**src/hdl/irla_pkg.sv**
```systemverilog
`default_nettype none

package irla_pkg;

  localparam int unsigned SAMPLE_W = 10;
  localparam int unsigned DIST_W = 8;
  localparam int unsigned PROD_W = 10;

  // calibration curve, reading ascending, distance descending
  localparam int unsigned CURVE_LEN = 20;
  localparam int unsigned CURVE_USED = 20;
  localparam int unsigned POS_W = $clog2(CURVE_LEN);

  localparam logic [SAMPLE_W-1:0] CURVE_READING [CURVE_LEN] = '{
    10'd68,  10'd84,  10'd93,  10'd102, 10'd111, 10'd121, 10'd136, 10'd154, 10'd175, 10'd204,
    10'd243, 10'd300, 10'd309, 10'd331, 10'd353, 10'd371, 10'd408, 10'd433, 10'd462, 10'd502
  };

  localparam logic [DIST_W-1:0] CURVE_CM [CURVE_LEN] = '{
    8'd150, 8'd140, 8'd130, 8'd120, 8'd110, 8'd100, 8'd90, 8'd80, 8'd70, 8'd60,
    8'd50,  8'd40,  8'd38,  8'd36,  8'd33,  8'd30,  8'd28, 8'd25, 8'd23, 8'd20
  };

  typedef struct packed {
    logic                direct;
    logic [DIST_W-1:0]   direct_cm;
    logic [DIST_W-1:0]   base_cm;
    logic [PROD_W-1:0]   prod;
    logic [SAMPLE_W-1:0] den;
  } curve_t;

endpackage

`default_nettype wire

```
**src/hdl/irla_ring.sv**
```systemverilog
`default_nettype none

module irla_ring #(
  parameter int unsigned DEPTH  = 10,
  parameter int unsigned ADDR_W = 4,
  parameter int unsigned DATA_W = 10
) (
  input  wire logic              clk_i,
  input  wire logic              we_i,
  input  wire logic [ADDR_W-1:0] waddr_i,
  input  wire logic [DATA_W-1:0] wdata_i,
  input  wire logic [ADDR_W-1:0] raddr_i,
  output logic      [DATA_W-1:0] rdata_o
);

  logic [DATA_W-1:0] mem [DEPTH];
  logic [DATA_W-1:0] rdata_q;

  always_ff @(posedge clk_i) begin
    if (we_i) begin
      mem[waddr_i] <= wdata_i;
    end
    rdata_q <= mem[raddr_i];
  end

  assign rdata_o = rdata_q;

endmodule

`default_nettype wire

```
**src/hdl/irla_div.sv**
```systemverilog
`default_nettype none

module irla_div #(
  parameter int unsigned DIV_W = 14
) (
  input  wire logic             clk_i,
  input  wire logic             rst_ni,
  input  wire logic             start_i,
  input  wire logic [DIV_W-1:0] dividend_i,
  input  wire logic [DIV_W-1:0] divisor_i,
  output logic                  done_o,
  output logic      [DIV_W-1:0] quotient_o
);

  localparam int unsigned CNT_W = $clog2(DIV_W + 1);

  logic [DIV_W-1:0] quo_q, rem_q, dvs_q;
  logic [CNT_W-1:0] cnt_q;
  logic             active_q, done_q;
  logic [DIV_W:0]   shifted, trial;

  assign shifted = {rem_q, quo_q[DIV_W-1]};
  assign trial   = shifted - {1'b0, dvs_q};

  always_ff @(posedge clk_i or negedge rst_ni) begin
    if (!rst_ni) begin
      active_q <= 1'b0;
      done_q   <= 1'b0;
      cnt_q    <= '0;
    end else begin
      done_q <= 1'b0;
      if (start_i) begin
        active_q <= 1'b1;
        cnt_q    <= CNT_W'(DIV_W);
      end else if (active_q) begin
        cnt_q <= cnt_q - 1'b1;
        if (cnt_q == CNT_W'(1)) begin
          active_q <= 1'b0;
          done_q   <= 1'b1;
        end
      end
    end
  end

  always_ff @(posedge clk_i) begin
    if (start_i) begin
      quo_q <= dividend_i;
      rem_q <= '0;
      dvs_q <= divisor_i;
    end else if (active_q) begin
      if (!trial[DIV_W]) begin
        rem_q <= trial[DIV_W-1:0];
        quo_q <= {quo_q[DIV_W-2:0], 1'b1};
      end else begin
        rem_q <= shifted[DIV_W-1:0];
        quo_q <= {quo_q[DIV_W-2:0], 1'b0};
      end
    end
  end

  assign done_o     = done_q;
  assign quotient_o = quo_q;

endmodule

`default_nettype wire

```
**src/hdl/irla_curve.sv**
```systemverilog
`default_nettype none

module irla_curve
  import irla_pkg::*;
(
  input  wire logic [SAMPLE_W-1:0] mean_i,
  output curve_t                   curve_o
);

  localparam int unsigned LAST = CURVE_USED - 1;

  logic [POS_W-1:0]    pos, pos_lo;
  logic                low, high, exact;
  logic [SAMPLE_W-1:0] off;
  logic [DIST_W-1:0]   dcm;
  logic [SAMPLE_W+DIST_W-1:0] full;

  always_comb begin
    pos = POS_W'(LAST);
    for (int i = int'(LAST) - 1; i >= 1; i--) begin
      if (mean_i <= CURVE_READING[i]) begin
        pos = POS_W'(i);
      end
    end
  end

  assign pos_lo = pos - 1'b1;
  assign low    = mean_i <= CURVE_READING[0];
  assign high   = mean_i >= CURVE_READING[LAST];
  assign exact  = mean_i == CURVE_READING[pos];
  assign off    = mean_i - CURVE_READING[pos_lo];
  assign dcm    = CURVE_CM[pos_lo] - CURVE_CM[pos];
  assign full   = {{DIST_W{1'b0}}, off} * {{SAMPLE_W{1'b0}}, dcm};

  always_comb begin
    curve_o.direct  = low | high | exact;
    curve_o.base_cm = CURVE_CM[pos_lo];
    curve_o.prod    = full[PROD_W-1:0];
    curve_o.den     = CURVE_READING[pos] - CURVE_READING[pos_lo];
    if (low) begin
      curve_o.direct_cm = CURVE_CM[0];
    end else if (high) begin
      curve_o.direct_cm = CURVE_CM[LAST];
    end else begin
      curve_o.direct_cm = CURVE_CM[pos];
    end
  end

endmodule

`default_nettype wire

```
**src/hdl/ir_range_average_linearizer_top.sv**
```systemverilog
// Averages 10-bit range-sensor samples over a ring of the last WINDOW samples
// and maps the truncated mean to a distance in cm through a fixed 20-point
// calibration curve (clamped at 150 cm and 20 cm, linear in between). The
// first sample after reset stands for the whole ring. A running window sum
// is kept next to the sample RAM: each request reads the slot being replaced,
// subtracts it and adds the new sample. The mean is a reciprocal multiply of
// the sum. The interpolation quotient comes from a bit-serial divider, one
// bit per cycle over PROD_W = 10 bits. A request that interpolates passes
// through the read, mean, curve, divide and output states; a mean on a
// breakpoint or a clamp skips the divide. One request is in flight at a
// time, so the next sample is taken only after the output state; a finished
// result waits in the output register while the next sample is taken, and
// the next result holds in the output state, stalling the input, until the
// waiting one is taken.
`default_nettype none

module ir_range_average_linearizer_top
  import irla_pkg::*;
#(
  parameter int unsigned WINDOW = 10
) (
  input  wire logic                clk_i,
  input  wire logic                rst_ni,
  input  wire logic                sample_valid_i,
  output logic                     sample_stall_o,
  input  wire logic [SAMPLE_W-1:0] sample_i,
  output logic                     result_valid_o,
  input  wire logic                result_stall_i,
  output logic      [DIST_W-1:0]   distance_cm_o,
  output logic      [SAMPLE_W-1:0] mean_reading_o
);

  localparam int unsigned SUM_W  = $clog2(1024 * WINDOW);
  localparam int unsigned SLOT_W = (WINDOW > 1) ? $clog2(WINDOW) : 1;
  localparam int unsigned CNT_W  = $clog2(WINDOW + 1);
  localparam logic [SUM_W-1:0]  WIN_SUM  = SUM_W'(WINDOW);
  localparam logic [SLOT_W-1:0] SLOT_END = SLOT_W'(WINDOW - 1);
  localparam logic [CNT_W-1:0]  CNT_FULL = CNT_W'(WINDOW);

  // floor(sum / WINDOW) = (sum * ceil(2^SH / WINDOW)) >> SH for every sum
  localparam int unsigned RECIP_SH = SUM_W + $clog2(WINDOW);
  localparam int unsigned RECIP_W  = SUM_W + 2;
  localparam int unsigned MPROD_W  = SUM_W + RECIP_W;
  localparam logic [RECIP_W-1:0] RECIP_M =
    RECIP_W'(((1 << RECIP_SH) + WINDOW - 1) / WINDOW);

  typedef enum logic [2:0] {
    ST_IDLE,
    ST_READ,
    ST_MEAN,
    ST_CURVE,
    ST_INTERP,
    ST_OUT
  } state_e;

  state_e              state_q;
  logic [SLOT_W-1:0]   slot_q;
  logic [CNT_W-1:0]    count_q;
  logic                primed_q;
  logic [SUM_W-1:0]    sum_q, sum_d;
  logic [SAMPLE_W-1:0] first_q, smp_q, mean_q;
  logic [DIST_W-1:0]   dist_q, base_q;
  logic                out_valid_q;
  logic [DIST_W-1:0]   out_dist_q;
  logic [SAMPLE_W-1:0] out_mean_q;

  logic [SAMPLE_W-1:0] rdata, old;
  logic [MPROD_W-1:0]  mean_prod;
  logic                div_start, div_done;
  logic [PROD_W-1:0]   div_dividend, div_divisor, div_quot;
  curve_t              curve;

  irla_ring #(
    .DEPTH (WINDOW),
    .ADDR_W(SLOT_W),
    .DATA_W(SAMPLE_W)
  ) u_ring (
    .clk_i  (clk_i),
    .we_i   (state_q == ST_READ),
    .waddr_i(slot_q),
    .wdata_i(smp_q),
    .raddr_i(slot_q),
    .rdata_o(rdata)
  );

  irla_div #(
    .DIV_W(PROD_W)
  ) u_div (
    .clk_i     (clk_i),
    .rst_ni    (rst_ni),
    .start_i   (div_start),
    .dividend_i(div_dividend),
    .divisor_i (div_divisor),
    .done_o    (div_done),
    .quotient_o(div_quot)
  );

  irla_curve u_curve (
    .mean_i (mean_q),
    .curve_o(curve)
  );

  // slots at or beyond the fill count still hold the first sample
  assign old = (CNT_W'(slot_q) < count_q) ? rdata : first_q;

  always_comb begin
    if (!primed_q) begin
      sum_d = SUM_W'(smp_q) * WIN_SUM;
    end else begin
      sum_d = sum_q - SUM_W'(old) + SUM_W'(smp_q);
    end
  end

  assign mean_prod = MPROD_W'(sum_q) * MPROD_W'(RECIP_M);

  assign div_start    = (state_q == ST_CURVE) && !curve.direct;
  assign div_dividend = curve.prod;
  assign div_divisor  = PROD_W'(curve.den);

  always_ff @(posedge clk_i or negedge rst_ni) begin
    if (!rst_ni) begin
      state_q     <= ST_IDLE;
      slot_q      <= '0;
      count_q     <= '0;
      primed_q    <= 1'b0;
      out_valid_q <= 1'b0;
    end else begin
      if (out_valid_q && !result_stall_i && state_q != ST_OUT) begin
        out_valid_q <= 1'b0;
      end
      case (state_q)
        ST_IDLE: begin
          if (sample_valid_i) begin
            state_q <= ST_READ;
          end
        end
        ST_READ: begin
          primed_q <= 1'b1;
          if (!primed_q) begin
            count_q <= CNT_W'(1);
          end else if (count_q != CNT_FULL) begin
            count_q <= count_q + 1'b1;
          end
          slot_q  <= (slot_q == SLOT_END) ? '0 : slot_q + 1'b1;
          state_q <= ST_MEAN;
        end
        ST_MEAN: begin
          state_q <= ST_CURVE;
        end
        ST_CURVE: begin
          state_q <= curve.direct ? ST_OUT : ST_INTERP;
        end
        ST_INTERP: begin
          if (div_done) begin
            state_q <= ST_OUT;
          end
        end
        ST_OUT: begin
          if (!out_valid_q || !result_stall_i) begin
            out_valid_q <= 1'b1;
            state_q     <= ST_IDLE;
          end
        end
        default: begin
          state_q <= ST_IDLE;
        end
      endcase
    end
  end

  always_ff @(posedge clk_i) begin
    case (state_q)
      ST_IDLE: begin
        smp_q <= sample_i;
      end
      ST_READ: begin
        sum_q <= sum_d;
        if (!primed_q) begin
          first_q <= smp_q;
        end
      end
      ST_MEAN: begin
        mean_q <= mean_prod[RECIP_SH +: SAMPLE_W];
      end
      ST_CURVE: begin
        dist_q <= curve.direct_cm;
        base_q <= curve.base_cm;
      end
      ST_INTERP: begin
        if (div_done) begin
          dist_q <= base_q - div_quot[DIST_W-1:0];
        end
      end
      ST_OUT: begin
        if (!out_valid_q || !result_stall_i) begin
          out_dist_q <= dist_q;
          out_mean_q <= mean_q;
        end
      end
      default: begin
        smp_q <= smp_q;
      end
    endcase
  end

  assign sample_stall_o = (state_q != ST_IDLE);
  assign result_valid_o = out_valid_q;
  assign distance_cm_o  = out_dist_q;
  assign mean_reading_o = out_mean_q;

endmodule

`default_nettype wire

```
**config.mk**
```make
export PLATFORM = sky130hd
export DESIGN_NAME = ir_range_average_linearizer_top
export DESIGN_NICKNAME = d
export VERILOG_FILES = /design/src/hdl/irla_pkg.sv /design/src/hdl/irla_ring.sv /design/src/hdl/irla_div.sv /design/src/hdl/irla_curve.sv /design/src/hdl/ir_range_average_linearizer_top.sv
export SDC_FILE = /design/constraint.sdc
export NUM_CORES = 1
export LEC_CHECK = 0
export BUFFER_PORTS_ARGS = -buffer_cell sky130_fd_sc_hd__buf_2
export CORE_MARGIN = 2
export CORE_UTILIZATION = 35
export DETAILED_ROUTE_END_ITERATION = 16
export PLACE_DENSITY = 0.53
export SLEW_MARGIN = 20
export SYNTH_ARGS = -nofsm -noshare
export SYNTH_HDL_FRONTEND = slang
export SYNTH_SLANG_ARGS = --single-unit
```
**constraint.sdc**
```tcl
create_clock -name clk_i -period 12.7 [get_ports clk_i]
set_clock_uncertainty 0.2 [all_clocks]
set_input_delay 0.635 -clock clk_i [delete_from_list [all_inputs] [get_ports clk_i]]
set_output_delay 0.635 -clock clk_i [all_outputs]
set_load 0.005 [all_outputs]
```
==> flow_summary_export.csv <==
group,metric,value,unit
timing,setup_ws,1.09,ns
grt,grt_overflow,0,
synthesis,synthCells,1729,
finish,area_growth,9.96,%
routing,antenna_left,0,
synthesis,synthFlopType,"edfxtp_1",
synthesis,async_reset_ff_share,8.02,%
die,die_width,235,um
finish,layout_common_cells,"inv_1 (232), ha_1 (207), edfxtp_1 (198)",
cts,clk_pin_slew_worst_paths,0.06,ns
timing,final_hold_viol_count,0,
routing,wl_per_cell,17.9,um
finish,top_register,"u_ring.mem",
timing,finalSetupViolations,0,
place,dp_hpwl,34000,um
run_status,status,"complete, no violations",
routing,drc,0,
synthesis,ys_warn_count,0,
place,place_inst,2413,
routing,first_pass_iters,5,
die,die_area,0.0551,mm^2
cts,clock-root-buffer,"clkbuf_16",
critical_path,cp-start-kind,"flop",
synthesis,synth-seq-area-share,36.6,%
timing,tns,0,ns
timing,post-route-min-period,11.61,ns
critical_path,crit_type,"reg2reg",
place,portBuffers,33,
routing,num_vias,12700,
critical_path,cp_max_fo,22,
pwr,ir_worst_vdd,0.000124,V
pwr,power.density,79.4,mW/mm^2
finish,layout-drive-gt1-share,9.75,%
critical_path,path_delay_family,"adder cells",
critical_path,slowest_stage,"edfxtp_1",
die,initial_core_util,35.4,%
worst_hold_path,hp-class,"in2reg",
grt,grt_first_pass_wirelength,72400,um
finish,reg_top3,"u_ring.mem: 100 flops, sum_q: 14 flops",
finish,largest_reg_flops,100,
timing,slew_viol_final,0,
place,gp_congestion,0.942,
finish,num-nets-final,2077,
critical_path,path_buf_inv,6,
die,io_pins,34,
place,dp_slack,1.22,ns
synthesis,yosysUniqueCellTypes,97,
grt,track_usage,16.1,%
timing,fmax,86.1,MHz
pwr,power,1.63,mW
routing,drt_wl_total,44100,um
synthesis,synth-seq-cells,237,
pwr,p_leak,8.42,nW
cts,clockBufferDepth,3,
synthesis,avgSynthCellArea,10.8,um^2
grt,grt_max_degree,40,
finish,diodes,0,
cts,clock_latency,0.57,ns
cts,cts.sinks,237,
timing,rsz0062_at_grt,"false",
die,fp.dieH,235,um
finish,final_common_cell,"inv_1",
grt,antenna_found_initial,0,
cts,cts_setup_buffers,0,
die,core,0.0526,mm^2
cts,htree_levels,1,
synthesis,synth_edf_count,198,
critical_path,cp_data_required_time,12.82,ns
timing,worst_pin_slew,1.08,ns
critical_path,max_stage_delay,0.83,ns
synthesis,synth_nets,2050,
timing,period_share,91.5,%
finish,fillers,5139,
routing,viasPerCell,5.14,
run,drv_cap,0,
cts,tritoncts,"done",
synthesis,netlist_area,0.0186,mm^2
die,row_count,84,
timing,timing.slew.headroom,27.5,%
critical_path,end_kind,"flop",
finish,instances_no_fill,2462,
critical_path,cp.arrival,11.74,ns
cts,cts_buffers,28,
grt,grt_pass1_vias,13400,
critical_path,crit_top_cell,"xnor2_1",
routing,drt_iter0_markers,702,
[metrics by stage]
| stage | utilization [%] | area [um^2] | hold WS (ns) |
|---|---|---|---|
| global placement | 37.2 | 19600 | 0.204 |
| finish | 39.0 | 20500 | 0.0482 |
| CTS | 39.0 | 20500 | 0.0120 |
| detailed placement | 37.2 | 19600 | 0.209 |
| global route | 39.0 | 20500 | 0.0103 |
| floorplan | - | 18600 | 0.139 |
[final cells by class]
class	instances	area (um^2)	area share, %
multi-input combinational	1202	10700	52.2
sequential	237	6820	33.3
inverter	234	878	4.29
tap	688	861	4.20
clock buffer	30	708	3.46
timing repair buffer	53	318	1.55
clock inverter	18	198	0.965
[layer usage]
layer	up-vias	part of all wire (%)	GRT usage (%)
met5	-	0	0
met4	0	2.3	4.16
met3	56	3.2	1.93
met2	235	51	29.1
met1	6205	44	20.3
li1	6164	-	-
[path summary, 6_finish.rpt]
| check | start | end | slack (ns) | cells after the start |
|---|---|---|---|---|
| max | mean_q[4] | u_div.quotient_o[9] | 1.09 | 40 |
| min | sample_i[1] | smp_q[1] | 0.05 | 1 |
| max reg2reg | mean_q[4] | u_div.quotient_o[9] | 1.09 | 40 |
| min reg2reg | dist_q[0] | distance_cm_o[0] | 0.22 | 0 |
| max in group asynchronous | rst_ni | slot_q[0] | 11.61 | 2 |
| min in group asynchronous | rst_ni | result_valid_o | 0.35 | 2 |
[cell usage after synthesis, types with 15 or more instances]
cell type,number,share of area [%]
nor2b_1,34,1.1
fa_1,100,11
dfrtp_1,19,2.6
o21ai_0,69,1.9
edfxtp_1,198,32
nor3_1,35,0.94
nor2_1,117,2.4
xnor2_1,57,2.7
xor2_1,24,1.1
clkbuf_1,38,0.77
nand2b_1,26,0.87
nand2_1,86,1.7
a21o_1,20,0.81
nand3_1,20,0.54
mux4_2,20,2.4
mux2i_1,28,1.5
a21oi_1,93,2.5
a211oi_1,18,0.73
mux2_2,15,0.91
ha_1,207,14
dfxtp_1,20,2.1
inv_1,232,4.7
[logic make-up (layout without fill, tap and decap cells)]
family                     Yosys count  count (layout)  synth area share (%)
and+or+nand+nor                    399             399                  10.8
AOI/OAI and AO/OA                  341             341                  12.4
adders and majority gates          307             307                  24.7
buffers and inverters              290             335                  6.07
DFF                                237             237                  36.6
xor gates and xnor gates            83              83                  4.06
muxes                               72              72                  5.39
[report_power, final]
part           internal [mW]           switching, mW  leakage (nW)  total [mW]
Sequential             0.832  0.00000000000000000745          2.17       0.832
Combinational        0.00164                 0.00191          5.81     0.00356
Clock                  0.464                   0.326         0.442       0.790
[worst register-to-register path: cells and delay by family (launching register included)]
family,cells,cell delay (ns)
DFF,1,0.83
buffers and inverters,6,0.94
xor gates and xnor gates,7,1.18
and+or+nand+nor,6,1.10
muxes,1,0.29
AOI/OAI and AO/OA,11,2.57
adders and majority gates,9,4.27
[repair_timing]
action | 4_1_cts | 5_1_grt
hold buffers | 1 | 0
resized for setup | 0 | 0
endpoints found under the hold margin | 19 | 0
(Power assumes the default switching activity.)
